File: src/rtl/core/lzwsc_pkg.sv
// shared constants, types and helper functions of the lzw stream compressor
// no dependencies; used by every other file except lzwsc_ram and the assertion header
`timescale 1ns / 1ps

package lzwsc_pkg;

   localparam int MAX_CODES     = 4096;
   localparam int CODE_W        = $clog2(MAX_CODES);
   localparam int LIMIT_W       = CODE_W + 1;
   localparam int BYTE_W        = 8;
   localparam int KEY_W         = CODE_W + BYTE_W;
   localparam int HASH_DEPTH    = 2 * MAX_CODES;
   localparam int HASH_W        = $clog2(HASH_DEPTH);
   localparam int EPOCH_W       = 8;
   localparam int FIRST_CODE    = 256;
   localparam int MIN_CODE_BITS = 9;
   localparam int CBITS_W       = 4;
   localparam int COUNT_W       = 32;
   localparam int FIFO_DEPTH    = 4;
   localparam int FIFO_AW       = $clog2(FIFO_DEPTH);

   typedef struct packed {
      logic [CODE_W-1:0]  code;
      logic               end_of_stream;
      logic [CBITS_W-1:0] code_bits;
      logic [COUNT_W-1:0] bytes_in_total;
      logic [COUNT_W-1:0] codes_out_total;
   } rsp_item_type;

   typedef struct packed {
      logic         push;
      rsp_item_type item;
   } rsp_push_type;

   typedef struct packed {
      logic               live;
      logic [EPOCH_W-1:0] epoch;
      logic [KEY_W-1:0]   key;
      logic [CODE_W-1:0]  code;
   } slot_type;

   localparam int ENTRY_W = $bits(slot_type);

   typedef enum logic [1:0] {
      S_CLEAR,
      S_IDLE,
      S_PROBE,
      S_FINAL
   } state_type;

   function automatic logic [HASH_W-1:0] hash_slot(input logic [CODE_W-1:0] prefix,
                                                    input logic [BYTE_W-1:0] data);
      return HASH_W'(prefix) ^ (HASH_W'(data) << (HASH_W - BYTE_W));
   endfunction

   function automatic logic [CBITS_W-1:0] code_width(input logic [LIMIT_W-1:0] n);
      logic [CBITS_W-1:0] w;
      w = CBITS_W'(MIN_CODE_BITS);
      for (int b = MIN_CODE_BITS + 1; b <= CODE_W + 1; b++) begin
         if (n > LIMIT_W'(1 << (b - 2))) begin
            w = CBITS_W'(b);
         end
      end
      return w;
   endfunction

   function automatic logic [COUNT_W-1:0] sat_inc(input logic [COUNT_W-1:0] v);
      return (v == '1) ? v : v + COUNT_W'(1);
   endfunction

   function automatic logic [LIMIT_W-1:0] clamp_limit(input logic [LIMIT_W-1:0] v);
      logic [LIMIT_W-1:0] r;
      r = v;
      if (v < LIMIT_W'(FIRST_CODE)) begin
         r = LIMIT_W'(FIRST_CODE);
      end else if (v > LIMIT_W'(MAX_CODES)) begin
         r = LIMIT_W'(MAX_CODES);
      end
      return r;
   endfunction

endpackage

File: src/rtl/core/lzwsc_ifs.sv


interface lzwsc_rsp_if;
   import lzwsc_pkg::*;
   logic               valid;
   logic               ready;
   logic [CODE_W-1:0]  code;
   logic               end_of_stream;
   logic [CBITS_W-1:0] code_bits;
   logic [COUNT_W-1:0] bytes_in_total;
   logic [COUNT_W-1:0] codes_out_total;
   modport source (output valid, output code, output end_of_stream, output code_bits,
                   output bytes_in_total, output codes_out_total, input ready);
   modport sink (input valid, input code, input end_of_stream, input code_bits,
                 input bytes_in_total, input codes_out_total, output ready);
endinterface


File: src/rtl/core/lzwsc_out_fifo.sv
// four-entry result queue between the dictionary sequencer and the output channel
// depends on lzwsc_pkg and lzwsc_ifs
`timescale 1ns / 1ps

module lzwsc_out_fifo (
   input  logic                  clock,
   input  logic                  reset,
   input  lzwsc_pkg::rsp_push_type push_in,
   output logic                  room_two,
   lzwsc_rsp_if.source           rsp_bus
);
   import lzwsc_pkg::*;

   rsp_item_type       slots_ff [FIFO_DEPTH];
   logic [FIFO_AW-1:0] wr_ptr_ff, wr_ptr_in;
   logic [FIFO_AW-1:0] rd_ptr_ff, rd_ptr_in;
   logic [FIFO_AW:0]   count_ff, count_in;
   logic               pop;
   rsp_item_type       head;

   always_comb begin
      head      = slots_ff[rd_ptr_ff];
      pop       = rsp_bus.valid && rsp_bus.ready;
      wr_ptr_in = push_in.push ? wr_ptr_ff + FIFO_AW'(1) : wr_ptr_ff;
      rd_ptr_in = pop ? rd_ptr_ff + FIFO_AW'(1) : rd_ptr_ff;
      count_in  = count_ff + (FIFO_AW + 1)'(push_in.push) - (FIFO_AW + 1)'(pop);
      room_two  = count_ff <= (FIFO_AW + 1)'(FIFO_DEPTH - 2);
   end

   always_ff @(posedge clock) begin
      if (reset) begin
         wr_ptr_ff <= '0;
         rd_ptr_ff <= '0;
         count_ff  <= '0;
      end else begin
         wr_ptr_ff <= wr_ptr_in;
         rd_ptr_ff <= rd_ptr_in;
         count_ff  <= count_in;
      end
   end

   always_ff @(posedge clock) begin
      if (push_in.push) begin
         slots_ff[wr_ptr_ff] <= push_in.item;
      end
   end

   assign rsp_bus.valid           = count_ff != '0;
   assign rsp_bus.code            = head.code;
   assign rsp_bus.end_of_stream   = head.end_of_stream;
   assign rsp_bus.code_bits       = head.code_bits;
   assign rsp_bus.bytes_in_total  = head.bytes_in_total;
   assign rsp_bus.codes_out_total = head.codes_out_total;

endmodule

File: src/flat_wrapper.sv
// flat-port wrapper written by rule: the top's interface ports become plain ports
module lzwsc_out_fifo_flat import lzwsc_pkg::*;
  (clock, reset, push_in, room_two, rsp_bus_valid, rsp_bus_code, rsp_bus_end_of_stream, rsp_bus_code_bits, rsp_bus_bytes_in_total, rsp_bus_codes_out_total, rsp_bus_ready);
  lzwsc_rsp_if rsp_bus_i ();
  input  logic clock;
  input  logic reset;
  input  lzwsc_pkg::rsp_push_type push_in;
  output logic room_two;
  output wire logic [$bits(rsp_bus_i.valid)-1:0] rsp_bus_valid;
  output wire logic [$bits(rsp_bus_i.code)-1:0] rsp_bus_code;
  output wire logic [$bits(rsp_bus_i.end_of_stream)-1:0] rsp_bus_end_of_stream;
  output wire logic [$bits(rsp_bus_i.code_bits)-1:0] rsp_bus_code_bits;
  output wire logic [$bits(rsp_bus_i.bytes_in_total)-1:0] rsp_bus_bytes_in_total;
  output wire logic [$bits(rsp_bus_i.codes_out_total)-1:0] rsp_bus_codes_out_total;
  input wire logic [$bits(rsp_bus_i.ready)-1:0] rsp_bus_ready;
  assign rsp_bus_valid = rsp_bus_i.valid;
  assign rsp_bus_code = rsp_bus_i.code;
  assign rsp_bus_end_of_stream = rsp_bus_i.end_of_stream;
  assign rsp_bus_code_bits = rsp_bus_i.code_bits;
  assign rsp_bus_bytes_in_total = rsp_bus_i.bytes_in_total;
  assign rsp_bus_codes_out_total = rsp_bus_i.codes_out_total;
  assign rsp_bus_i.ready = rsp_bus_ready;
  lzwsc_out_fifo u_core (.clock(clock), .reset(reset), .push_in(push_in), .room_two(room_two), .rsp_bus(rsp_bus_i));
endmodule
File: config.mk
export PLATFORM = sky130hd
export DESIGN_NAME = lzwsc_out_fifo_flat
export DESIGN_NICKNAME = d
export VERILOG_FILES = /design/src/rtl/core/lzwsc_pkg.sv /design/src/rtl/core/lzwsc_ifs.sv /design/src/rtl/core/lzwsc_out_fifo.sv /design/src/flat_wrapper.sv
export SDC_FILE = /design/constraint.sdc
export NUM_CORES = 1
export LEC_CHECK = 0
export BUFFER_PORTS_ARGS = -buffer_cell sky130_fd_sc_hd__buf_2
export CAP_MARGIN = 20
export CORE_AREA = 2 2 168 170
export DETAILED_ROUTE_END_ITERATION = 6
export DIE_AREA = 0 0 170 172
export HOLD_SLACK_MARGIN = 0.1
export PLACE_DENSITY = 0.66
export SETUP_SLACK_MARGIN = 0.5
export SYNTH_ARGS = -nofsm -noshare
export SYNTH_HDL_FRONTEND = slang
export SYNTH_SLANG_ARGS = --single-unit
File: constraint.sdc
create_clock -name clock -period 2.7 [get_ports clock]
set_input_delay 0.54 -clock clock [delete_from_list [all_inputs] [get_ports clock]]
set_output_delay 0.54 -clock clock [all_outputs]
set_load 0.01 [all_outputs]
==> impl_summary.md, run 1 <==
Yosys
Among all cell types in the netlist, the one instantiated most often is edfxtp_1. By count the netlist is led by edfxtp_1, mux4_2, dfxtp_1, buf_12, buf_2. The share of synthesized registers carrying an async set or reset is 0%.

The XOR/XNOR share of the synthesized area is 0.1430%. The multiplexer share of the synthesized area is approximately 15%. The synthesized design contains 324 enable-type register cells. The biggest area consumer among synthesized cells is edfxtp_1. The post-synthesis share of cell area spent on full adders, half adders and majority gates is 0.8787%. Summed over its instances, the top area cell type makes up 79.45% of the synthesized netlist area. The cell count after synthesis is 471. The portion of the post-synthesis area used by sequential elements is 80.92%. In this run, distinct cell masters in the synthesized netlist total 20. Counting every net in the synthesized netlist gives about 560.

The dominant combinational cell family by area after synthesis is multiplexers. Synthesis inferred 333 register bits. The dominant register cell in the synthesized netlist is edfxtp_1. Summing the areas of all compound-gate instances in the mapped netlist gives less than 1% of the synthesized area. Summing the areas of all and, or, nand and nor instances in the mapped netlist gives 0.5824% of the synthesized area. The average footprint of a synthesized cell is between 20 and 30 um^2. Yosys printed 0 warnings. The area of the mapped netlist is 12250 um^2. Yosys attributes the largest share of cell area to edfxtp_1, mux4_2, dfxtp_1.

Clock network
The maximum level of the CTS H-tree is 2. The clock sink count is 333. The clock root buffer is clkbuf_16. After clock tree synthesis, the flow added hold-fix buffers numbering 0.

The source-to-sink clock delay at the later pin of the worst-skew pair is between 0.4 and 0.5 ns. The CTS tree is yes. The clock transition time at the flip-flop clock pins of the worst setup and hold paths is 0.06 ns. The longest clock path from root to sink contains 3 buffers. The number of buffers created by CTS is 35.

STA
Dividing the final minimum period by the clock period gives ~90%. The routed design could run at a clock period as short as 2.445 ns. The accumulated negative setup slack is 0 ns. Setup repair after global routing could not meet its margin everywhere. The worst slew slack as a fraction of its limit is a little under two thirds. At the pin with the least slew margin, the transition time is 0.5450 ns. Between clock sinks in the finished design, the worst skew comes to 0.01478 ns. The hold violation total from the final report was 0. Derived from the worst setup path, the maximum achievable clock frequency is 0.4090 GHz.

The final number of max-transition violations came to 0. Setup violations remaining at the end of the flow were counted as 0.

Routing
The final wirelength is 22840 um. The count of vias placed by the detailed router is 5564. The first TritonRoute pass finished after 4 iterations. The average routed wire per standard cell is 21.67 um. The count of unresolved DRC violations after routing is 0. Once detail routing completed, the nets flagged for antenna violations numbered 0. After detailed routing, the number of vias per cell comes to 5.279. The detailed router finished its first iteration with 409 violations.

Power
Per report_power, the sequential group accounts for 45.4% of the total. Internal power comes to 10.17 mW. Power comes to between 10 and 15 mW. The ratio of total power to cell area is ~900 nW/um^2. Combinational logic burns 20.8% of the power. The share of total power dissipated in the clock network is 33.8%. The worst ir drop on vdd is roughly 0.6 mV.

Summed over all cells, the static leakage comes to between 5 and 6 nW. In this run switching power makes up 23.64% of total power. For this design the total switching power over the nets is 3.148 mW.

Place
Routability-driven placement finished with a final weighted congestion of roughly 0.74. The half-perimeter wire length after detailed placement is 12800 um. During placement, the flow inserted port buffers numbering roughly 170.

Die
In this run the horizontal extent of the chip is 170 um. The placeable core region is around 27000 um^2. After floorplanning, the core was divided into 61 placement rows. The starting utilization of the core area is 44.57%. In this run the vertical extent of the chip is 172 um. about 170 I/O pins were placed. The die covers around 29000 um^2.

Finish
The count of nets after finishing is 776. The area added between synthesis and finish is 23.12%. The number of antenna diodes in the final layout is 0.

The share of cells above drive strength 1 is 47.74%.

Setup path
The required time of the worst setup path is 2.16 ns. The critical path in this run is classified as reg2out. Data arrives at the worst endpoint at 1.91 ns. The worst register-to-register path begins at u_core.count_ff[1]$_SDFF_PP0_. The startpoint type of the worst setup path is a flip-flop. The worst setup path is captured at an output port.

The end of the worst register-to-register path is u_core.count_ff[2]$_SDFF_PP0_. Along the worst path, the maximum fanout reaches 15. For the worst flop-to-flop path, the logic depth is 8. Setup slack on the worst reg-to-reg path comes out at 0.71 ns.

Min path
Along the worst hold path, the cell count comes to 1. The sink of the worst hold path is u_core.slots_ff[2][53]$_DFFE_PP_. The path class of the tightest hold or removal check is in2reg.

The startpoint of the lowest-slack hold path is push_in[53].

Global routing
The overflow left after global routing is 0. The initial antenna violation count was 2. The first global-routing pass estimated about 35000 um of wire. The total track usage is 15.84%. Entering global routing, the biggest net connects 82 pins.

The via count of the first global-routing pass is between 6000 and 7000.

Outcome
The flow ran to the end, and the final reports show no timing, DRC or antenna violations.

Run
The max capacitance violation total is 0.
worst max-delay path by stage:
stage,startpoint,endpoint,slack [ns]
floorplan,push_in[81],u_core.slots_ff[1][0]$_DFFE_PP_,0.71
global placement,flip-flop,rsp_bus_codes_out_total[7],0.54
detailed placement,flip-flop,rsp_bus_bytes_in_total[26],0.53
CTS,flip-flop,rsp_bus_bytes_in_total[15],0.22
global route,flip-flop,rsp_bus_codes_out_total[7],0.18
finish,flip-flop,rsp_bus_bytes_in_total[22],0.25
stage by stage:
step / hold WS, ns / utilization, % / std cells / setup slack [ns] / area (um^2)
after floorplan: 0.5136 / - / 471 / 0.7117 / 12250
after global placement: 0.5272 / 49.31 / 978 / 0.5429 / 13550
after detailed placement: 0.5644 / 49.31 / 978 / 0.5294 / 13550
after CTS: 0.2269 / 54.30 / 1053 / 0.2204 / 14920
after global routing: 0.2339 / 54.87 / 1054 / 0.1836 / 15080
final: 0.2495 / 54.87 / 1054 / 0.2547 / 15080
layout make-up:
type / instances / area [um^2]
fillers: 2097 / 12400
repair buffers: 194 / 1499
well taps: 346 / 432.9
inverters: 7 / 26.28
clock inverters: 22 / 162.7
clock buffers: 40 / 937.1
flip-flops and latches: 333 / 9918
multi-input cells: 112 / 2101
flip-flops by register name (all words and copies together), names as in the netlist, named ones only:
register	count
u_core.wr_ptr_ff	2
u_core.slots_ff	324
u_core.rd_ptr_ff	2
u_core.count_ff	3
power by group through the flow:
stage / Clock [mW] / Combinational, mW / Sequential (mW)
after floorplan: 0 / 1.63 / 6.12
after global placement: 0 / 2.24 / 6.18
after detailed placement: 0 / 2.29 / 6.20
after CTS: 4.64 / 2.67 / 6.04
after global routing: 4.83 / 2.99 / 6.07
final: 4.50 / 2.77 / 6.04
cells by family (layout without fill, tap and decap cells):
kind of cell,count (synthesis),in the layout
AOI/OAI and AO/OA,3,3
adders and majority gates,8,8
buffers and inverters,26,263
muxes,85,85
and+or+nand+nor,14,14
DFF,333,333
xor gates and xnor gates,2,2
per-layer routing:
layer	track usage, %	vias up	routed length, um
li1	-	2451	-
met3	4.051	43	1345
met2	26.97	168	11410
met4	4.794	2	452
met5	0	-	13
met1	20.25	2900	9618
worst max-delay path: stages (launching register included):
cell	delay, ns
dfxtp_4	0.36
buf_12	0.14
buf_16	0.18
mux4_2	0.55
buf_2	0.16
what timing repair did:
action,in CTS,in global routing
buffers inserted,9,0
setup endpoints to repair,81,82
cloned,4,1
resized for setup,14,24
pin swaps,0,0
placed cells by master (no fill, tap or decap):
| master | Yosys | final |
|---|---|---|
| a31o_2 | 1 | 1 |
| clkinvlp_4 | 0 | 3 |
| edfxtp_1 | 324 | 324 |
| o31a_1 | 1 | 1 |
| buf_12 | 8 | 13 |
| clkinv_4 | 0 | 1 |
| clkbuf_16 | 0 | 38 |
| buf_16 | 0 | 6 |
| bufinv_16 | 0 | 2 |
| dfxtp_2 | 0 | 1 |
| buf_4 | 0 | 5 |
| bufbuf_16 | 0 | 1 |
| clkinv_2 | 0 | 9 |
| ha_1 | 7 | 7 |
| inv_1 | 7 | 7 |
| buf_2 | 8 | 146 |
| clkbuf_1 | 2 | 3 |
| nor2b_1 | 3 | 3 |
| dfxtp_1 | 9 | 6 |
| mux2_2 | 3 | 3 |
| o311ai_0 | 1 | 1 |
| and2_4 | 0 | 4 |
| buf_6 | 1 | 22 |
| clkinv_1 | 0 | 7 |
| dfxtp_4 | 0 | 2 |
| fa_1 | 1 | 1 |
| xnor2_1 | 2 | 2 |
| mux4_2 | 81 | 81 |
| nor2_1 | 6 | 6 |
| mux2i_1 | 1 | 1 |
| nand3_1 | 1 | 1 |
Power figures use the tool's default switching activity.
==> inputs of run 2 (changes only) <==
--- a/config.mk
+++ b/config.mk
@@ -10,6 +10,7 @@
 export CORE_AREA = 2 2 168 170
 export DETAILED_ROUTE_END_ITERATION = 6
 export DIE_AREA = 0 0 170 172
+export GPL_TIMING_DRIVEN = 0
 export HOLD_SLACK_MARGIN = 0.1
 export PLACE_DENSITY = 0.66
 export SETUP_SLACK_MARGIN = 0.5
==> run 2 against run 1 <==
  * Cell area fell by 0.73%
  * Die area did not move
  * Utilization fell by 0.40 points
  * Global-route usage fell by 0.77 points
  * Via count fell by 2.3%
  * Clock skew rose by 0.0025 ns
  * Wire length fell by 3.6%
  * Hold slack improved by 0.0045 ns
  * Cell count barely moved
  * Clock power fell by 3%
  * Total power fell by 1.8%
  * Critical path type unchanged
  * Highest routed layer unchanged
==> impl_summary.md, run 2 (synthesis gave the netlist of run 1 again) <==
Global routing
The initial antenna violation count is 2 (unchanged). The maximum number of pins on one net before global-route repair is 49 (-40%). The wire length of the first global-routing pass was 32850 um (-4.8%).

The total track usage came to 15.07% (-0.77 points). The overflow left after global routing is 0 (unchanged). The via count of the first global-routing pass is 5904 (-3.9%).

STA
The final number of max-transition violations is 0 (unchanged). The post-route clock skew came to 0.01725 ns (+0.002468 ns). The transition time at the pin with the least slew margin is 0.5805 ns (+0.03549 ns). The maximum operating frequency is 0.4139 GHz (+1.2%). The part of the cycle the worst path needs came to 89.49% (-1.1 points). The worst hold slack after final layout is 0.2540 ns (+0.004542 ns). The number of endpoints failing setup at the final stage is 0 (unchanged). Setup repair after global routing could not meet its margin everywhere.

The final critical delay including setup and external delays is 2.416 ns (-0.02896 ns). The worst slew slack as a fraction of its limit is 61.30% (-2.4 points). The hold violation total from the final report is 0 (unchanged).

The accumulated negative setup slack was 0 ns (unchanged).

Place
The half-perimeter wire length after detailed placement is 13430 um (+4.9%). The number of buffer cells added on primary ports is 166 (-0.60%). The routability congestion estimate is 0.7085 (-4.3%).

Setup path
The worst setup path is launched from a flip-flop. The worst reg-to-reg setup slack was 0.68 ns (-0.03 ns). The count of buffer and inverter cells on the critical path is 3 (unchanged).

The startpoint of the worst-slack reg-to-reg timing path is u_core.count_ff[1]$_SDFF_PP0_. The critical path capture point type is an output port. The arrival time at the worst endpoint is 1.88 ns (-0.03 ns). The end of the worst register-to-register path is u_core.count_ff[2]$_SDFF_PP0_. The critical path class is reg2out.

By instance count, the cell type seen most on the critical path is buf_12. The family with the most delay on the worst path is multiplexers. Traced cell by cell, the critical path runs through buf_12, buf_12, mux4_2, buf_2. The slowest stage cell on the critical path is mux4_2.

The count of cells along the worst register-to-register path is 8 (unchanged). The required time of the worst setup path is 2.16 ns (about the same). The highest fanout seen on the critical path is 10 (-5).

The largest incremental delay on the critical path is 0.53 ns (-0.02 ns).

Power
The leakage power is 5.066 nW (-0.86%). The ratio of total power to cell area is 874.3 nW/um^2 (-1.0%). The worst ir drop on vdd is 0.6021 mV (about the same). The total chip power came to 13.09 mW (-1.8%).

Clock network
The number of buffers created by CTS is 35 (unchanged). The clock root buffer is clkbuf_16. The source-to-sink clock delay at the later pin of the worst-skew pair is 0.50 ns (about the same). The clock sink count is 333 (unchanged).

The CTS tree is yes. The number of buffers on the longest clock path came to 3 (unchanged). The count of hold buffers inserted by post-cts repair is 0 (unchanged).

The clock transition time at the flip-flop clock pins of the worst setup and hold paths is 0.06 ns (about the same). The maximum level of the CTS H-tree is 2 (unchanged).

Routing
The number of violations reported at the end of detailed-routing iteration 0 is 432 (+5.6%). The count of unresolved DRC violations after routing was 0 (unchanged). The count of vias placed by the detailed router was 5437 (-2.3%).

The average routed wire per standard cell is 20.86 um (-3.7%). The final antenna-violating net count is 0 (unchanged). The final wirelength came to 22010 um (-3.6%). The length of the first detailed-routing pass in iterations came to 4 (unchanged). The detailed-route vias per instance is 5.154 (-2.4%).

Finish
In the final layout, the registers with the most flip-flops are u_core.slots_ff: 324 flops, u_core.count_ff: 3 flops. The final core utilization came to 54.47% (-0.40 points). The flip-flop count of the largest register after layout is 324 (unchanged). The register with the highest flop count is u_core.slots_ff. Leaving out fill and tap cells, the most frequent cells in the layout are edfxtp_1, buf_2, mux4_2. The count of nets after finishing is 776 (unchanged). The library cell used most frequently in the layout, excluding fill and tap cells, is edfxtp_1. The area added between synthesis and finish is 22.22%. The share of cells above drive strength 1 is 45.90% (-1.8 points).

Die
The horizontal extent of the die is 170 um (unchanged). The starting utilization of the core area is 44.57% (unchanged). The die height came to 172 um (unchanged). The number of cell rows is 61 (unchanged).

The count of boundary I/O pins is 168 (unchanged). The full die area is 29240 um^2 (unchanged). The placeable core region is 27480 um^2 (unchanged).

Min path
In this run the most critical hold path is launched from push_in[65]. The worst hold path cell count is 1 (unchanged). In this run the worst hold path is classified as in2reg.

The sink of the worst hold path is u_core.slots_ff[2][65]$_DFFE_PP_.

Run
The max capacitance violation total is 0 (unchanged).

Outcome
The flow ran to the end, and the final reports show no timing, DRC or antenna violations.
run 2: changes by cell type in the layout (fill, tap and decap cells not counted), moves of 2 or more:
cell        previous run  this run
clkinv_2               9         4
clkbuf_1               3         8
buf_4                  5         8
clkinv_1               7        13
dfxtp_1                6         8
buf_12                13         9
clkinvlp_4             3         0
run 2: cell type report:
cell class	count	area (um^2)
flip-flops and latches	333	9913
multi-input cells	112	2101
plain buffers	19	251.5
diodes	1	2.502
clock buffers	44	952.2
fillers	2082	12510
inverters	7	26.28
clock inverters	18	98.84
repair buffers	175	1189
well taps	346	432.9
run 2: through the flow:
step           cell area, um^2  cells  setup WS [ns]
6_report                 14970   1055         0.2837
5_1_grt                  14960   1054         0.1969
4_1_cts                  14810   1052         0.2260
3_5_place_dp             13630    987         0.3043
3_3_place_gp             13510    983        -0.2277
2_1_floorplan            12250    471         0.7117
run 2: timing repair:
action | CTS | global route
endpoints found under the hold margin | 0 | 0
endpoints found under the setup margin | 81 | 81
gates cloned | 2 | 2
buffers inserted | 1 | 0
gates resized for setup | 24 | 20
pin swaps | 0 | 0
run 2: worst max path at each step:
| stage | endpoint | cells after the start | slack, ns | start |
|---|---|---|---|---|
| after global routing | rsp_bus_code_bits[0] | 4 | 0.20 | flip-flop |
| final | rsp_bus_codes_out_total[3] | 4 | 0.28 | flip-flop |
| after global placement | u_core.slots_ff[1][74]$_DFFE_PP_ | 2 | -0.23 | push_in[81] |
| after floorplan | u_core.slots_ff[1][0]$_DFFE_PP_ | 1 | 0.71 | push_in[81] |
| after detailed placement | rsp_bus_bytes_in_total[27] | 4 | 0.30 | flip-flop |
| after CTS | rsp_bus_bytes_in_total[27] | 4 | 0.23 | flip-flop |
run 2: where the power goes:
group	switching (mW)	internal, mW
sequential	0.0788	5.96
combinational	1.21	1.48
clock	1.78	2.58
run 2: routing by layer:
| layer | share of wire (%) | track usage [%] |
|---|---|---|
| met1 | 39 | 17.85 |
| met2 | 52 | 27.31 |
| met3 | 6.2 | 4.234 |
| met4 | 1.9 | 3.790 |
| met5 | 0.059 | 0 |
==> inputs of run 3 (changes only) <==
--- a/config.mk
+++ b/config.mk
@@ -5,11 +5,12 @@
 export SDC_FILE = /design/constraint.sdc
 export NUM_CORES = 1
 export LEC_CHECK = 0
+export ABC_AREA = 1
 export BUFFER_PORTS_ARGS = -buffer_cell sky130_fd_sc_hd__buf_2
 export CAP_MARGIN = 20
-export CORE_AREA = 2 2 168 170
+export CORE_AREA = 2 2 170 172
 export DETAILED_ROUTE_END_ITERATION = 6
-export DIE_AREA = 0 0 170 172
+export DIE_AREA = 0 0 172 174
 export GPL_TIMING_DRIVEN = 0
 export HOLD_SLACK_MARGIN = 0.1
 export PLACE_DENSITY = 0.66
==> run 3 against run 2 <==
  * Sequential power shrank 0.7%
  * First-iteration DRC count increased by 26%
  * Clock skew shrank 0.0091 ns
  * Synthesized cell count up 79%
  * Via count up 43%
  * Largest power group unchanged
  * Largest cell class unchanged
  * Die area is 2.4% higher
==> impl_summary.md, run 3 <==
STA
The maximum operating frequency is 0.4213 GHz (+1.8%). The number of endpoints failing setup at the final stage came to 0 (unchanged). The post-route clock skew is 0.008105 ns (-0.009141 ns). The hold violation total from the final report is 0 (unchanged).

The accumulated negative setup slack is 0 ns (unchanged). The worst slew slack as a fraction of its limit is 56.35% (-5.0 points). The final critical delay including setup and external delays is 2.374 ns (-0.04245 ns). The part of the cycle the worst path needs is 87.92% (-1.6 points).

The worst hold slack after final layout is 0.2415 ns (-0.01257 ns). The final critical-path setup slack was 0.3261 ns (+0.04245 ns). The final number of max-transition violations is 0 (unchanged). The transition time at the pin with the least slew margin is 0.6534 ns (+0.07297 ns). Setup repair after global routing could not meet its margin everywhere.

Setup path
The highest fanout seen on the critical path was 7 (-3). The critical path capture point type is an output port. The required time of the worst setup path is 2.16 ns (about the same).

The worst setup path is launched from a flip-flop. The arrival time at the worst endpoint is 1.83 ns (-0.05 ns). The critical path class is reg2out.

Yosys
The leading cell type by number of instances after synthesis is edfxtp_1. The post-synthesis cell type count is 24 (+20%). The number of warning messages in the yosys log was 0 (unchanged).

Of all cell types, the one taking the most synthesized area is edfxtp_1. The post-synthesis net count is 934 (+66%). The portion of the post-synthesis area used by sequential elements is 78.97% (-2.0 points). The average footprint of a synthesized cell is 14.92 um^2 (-43%).

The flip-flop and latch count after synthesis is 333 (unchanged). After synthesis, the cell types taking the most area are edfxtp_1, o21ai_0, nor2_1. The cell count after synthesis is 841 (+79%). The dominant register cell in the synthesized netlist is edfxtp_1.

The commonest cells after synthesis are edfxtp_1, nor2_1, o21ai_0, o22ai_1. The share of synthesized registers carrying an async set or reset was 0% (unchanged). The area of the mapped netlist is 12550 um^2 (+2.5%).

The number of flops mapped to enable cells by yosys came to 324 (unchanged). The top cell type's share of synthesized area is 77.54% (-1.9 points).

Outcome
The flow ran to the end, and the final reports show no timing, DRC or antenna violations.

Finish
u_core.slots_ff holds more flip-flops than any other register. The share of cells above drive strength 1 is 34.34% (-12 points). The final cell count without fillers is 1480 (+40%). The cell area after layout is 16150 um^2 (+7.9%).

The count of nets after finishing is 1161 (+50%). The total of fill cells in the finished design came to 2278 (+9.4%). The library cell used most frequently in the layout, excluding fill and tap cells, is edfxtp_1. The flip-flop count of the largest register after layout is 324 (unchanged). The area added between synthesis and finish is 28.69%. The largest registers in the layout are u_core.slots_ff: 324 flops, u_core.count_ff: 3 flops. In the layout the commonest cells are edfxtp_1, buf_2, nor2_1.

Global routing
The maximum number of pins on one net before global-route repair is 36 (-27%). The via count of the first global-routing pass is 7736 (+31%). The overflow left after global routing was 0 (unchanged). The wire length of the first global-routing pass came to 43820 um (+33%). The total track usage is 19.52% (+4.4 points). The initial antenna violation count was 4 (+2).

Die
The die height was 174 um (+1.2%). The starting utilization of the core area was 44.44% (-0.13 points). The horizontal extent of the die is 172 um (+1.2%). The number of cell rows came to 62 (+1.6%).

The full die area is 29930 um^2 (+2.4%). The placeable core region came to 28240 um^2 (+2.8%). The count of boundary I/O pins is 168 (unchanged).

Clock network
The source-to-sink clock delay at the later pin of the worst-skew pair is 0.50 ns (about the same). The number of buffers created by CTS is 35 (unchanged). The count of hold buffers inserted by post-cts repair is 0 (unchanged). The maximum level of the CTS H-tree is 2 (unchanged). The clock sink count is 333 (unchanged). The CTS tree is yes.

The clock root buffer is clkbuf_16. The clock transition time at the flip-flop clock pins of the worst setup and hold paths is 0.06 ns (about the same). The number of buffers on the longest clock path was 3 (unchanged).

Routing
The length of the first detailed-routing pass in iterations is 7 (+3). The count of unresolved DRC violations after routing is 0 (unchanged). The final antenna-violating net count was 0 (unchanged). The number of violations reported at the end of detailed-routing iteration 0 is 544 (+26%).

The detailed-route vias per instance is 5.263 (+2.1%). The final wirelength is 29430 um (+34%). The count of vias placed by the detailed router is 7789 (+43%). The average routed wire per standard cell is 19.89 um (-4.7%).

Min path
The class of the tightest hold or removal check is in2reg.

Place
The number of instances in the placed design is 1400 (+42%). The routability congestion estimate came to 0.7381 (+4.2%). The number of buffer cells added on primary ports is 167 (+0.60%). The post-place setup slack is 0.5795 ns (+0.2752 ns). The half-perimeter wire length after detailed placement is 17100 um (+27%). The cell area reported after detailed placement is 14050 um^2 (+3.1%).

Power
The leakage power was 5.741 nW (+13%). The ratio of total power to cell area is 886.7 nW/um^2 (+1.4%). The worst ir drop on vdd is 0.6407 mV (+6.4%).

Run
The max capacitance violation total is 0 (unchanged).
## run 3: changes by cell type after synthesis, sizes merged, moves of 7 or more
cell | before | now
o21ai | 0 | 164
o22ai | 0 | 81
inv | 7 | 16
mux4 | 81 | 0
nand2 | 0 | 9
clkbuf | 2 | 28
buf | 17 | 24
nor2 | 6 | 169
## run 3: final cells by class
cell class | count | area, um^2 | area share, %
antenna | 4 | 10.01 | 0.06199
buffer | 52 | 716.9 | 4.440
clock buffer | 44 | 952.2 | 5.896
clock inverter | 17 | 153.9 | 0.9530
inverter | 17 | 103.9 | 0.6431
multi-input combinational | 439 | 2505 | 15.51
sequential | 333 | 9913 | 61.39
tap | 384 | 480.5 | 2.975
timing repair buffer | 189 | 1292 | 8.004
timing repair inverter | 1 | 20.02 | 0.1240
## run 3: power breakdown
part           total [mW]  switching, mW  leakage, nW  internal (mW)
combinational        3.69           2.08         2.16           1.61
clock                4.64           1.86        0.535           2.78
sequential           6.00         0.0672         3.05           5.93
total                14.3           4.00         5.74           10.3
## run 3: final timing paths
check / startpoint / to / slack [ns] / cells after the start
worst max-delay path: flip-flop / rsp_bus_code_bits[1] / 0.33 / 7
worst min register to register: u_core.wr_ptr_ff[1]$_SDFFE_PP0P_ / u_core.wr_ptr_ff[1]$_SDFFE_PP0P_ / 0.50 / 2
worst min-delay path: reset / u_core.count_ff[0]$_SDFF_PP0_ / 0.24 / 2
worst max register to register: u_core.count_ff[1]$_SDFF_PP0_ / u_core.count_ff[2]$_SDFF_PP0_ / 0.78 / 9
## run 3: per-layer routing
metal	wire [um]	global-route usage (%)	vias to the layer above	part of all wire [%]
met5	0	0	-	0
met4	842	6.898	0	2.9
met3	1840	4.326	65	6.3
met2	14580	32.56	235	50
met1	12160	25.19	3852	41
li1	-	-	3637	-
## run 3: logic make-up after synthesis
kind of cell / after synthesis / synth area share [%]
adders and majority gates: 8 / 0.8575
xor gates and xnor gates: 1 / 0.06981
AOI/OAI and AO/OA: 251 / 10.87
DFF: 333 / 78.97
buffers and inverters: 69 / 3.470
and+or+nand+nor: 179 / 5.763
## run 3: worst max-delay path, cell delays in order, from the launching register on
cell and delay [ns]:
dfxtp_2 0.32, buf_12 0.16, buf_16 0.16, inv_16 0.10, clkbuf_16 0.16, o21ai_1 0.06, o22ai_1 0.17, buf_2 0.17
## run 3: metrics by stage
stage                     power [mW]  utilization, %
after CTS                      14.25           56.25
final                          14.32           57.19
after floorplan                7.754               -
after detailed placement       8.955           49.75
after global placement         8.897           49.18
after global routing           14.90           57.17
## run 3: timing repair
item,CTS,global route
resized for setup,179,72
setup buffers,3,0
endpoints found under the setup margin,81,81
hold endpoints to repair,0,0
gates cloned,10,2
pin swaps,20,27
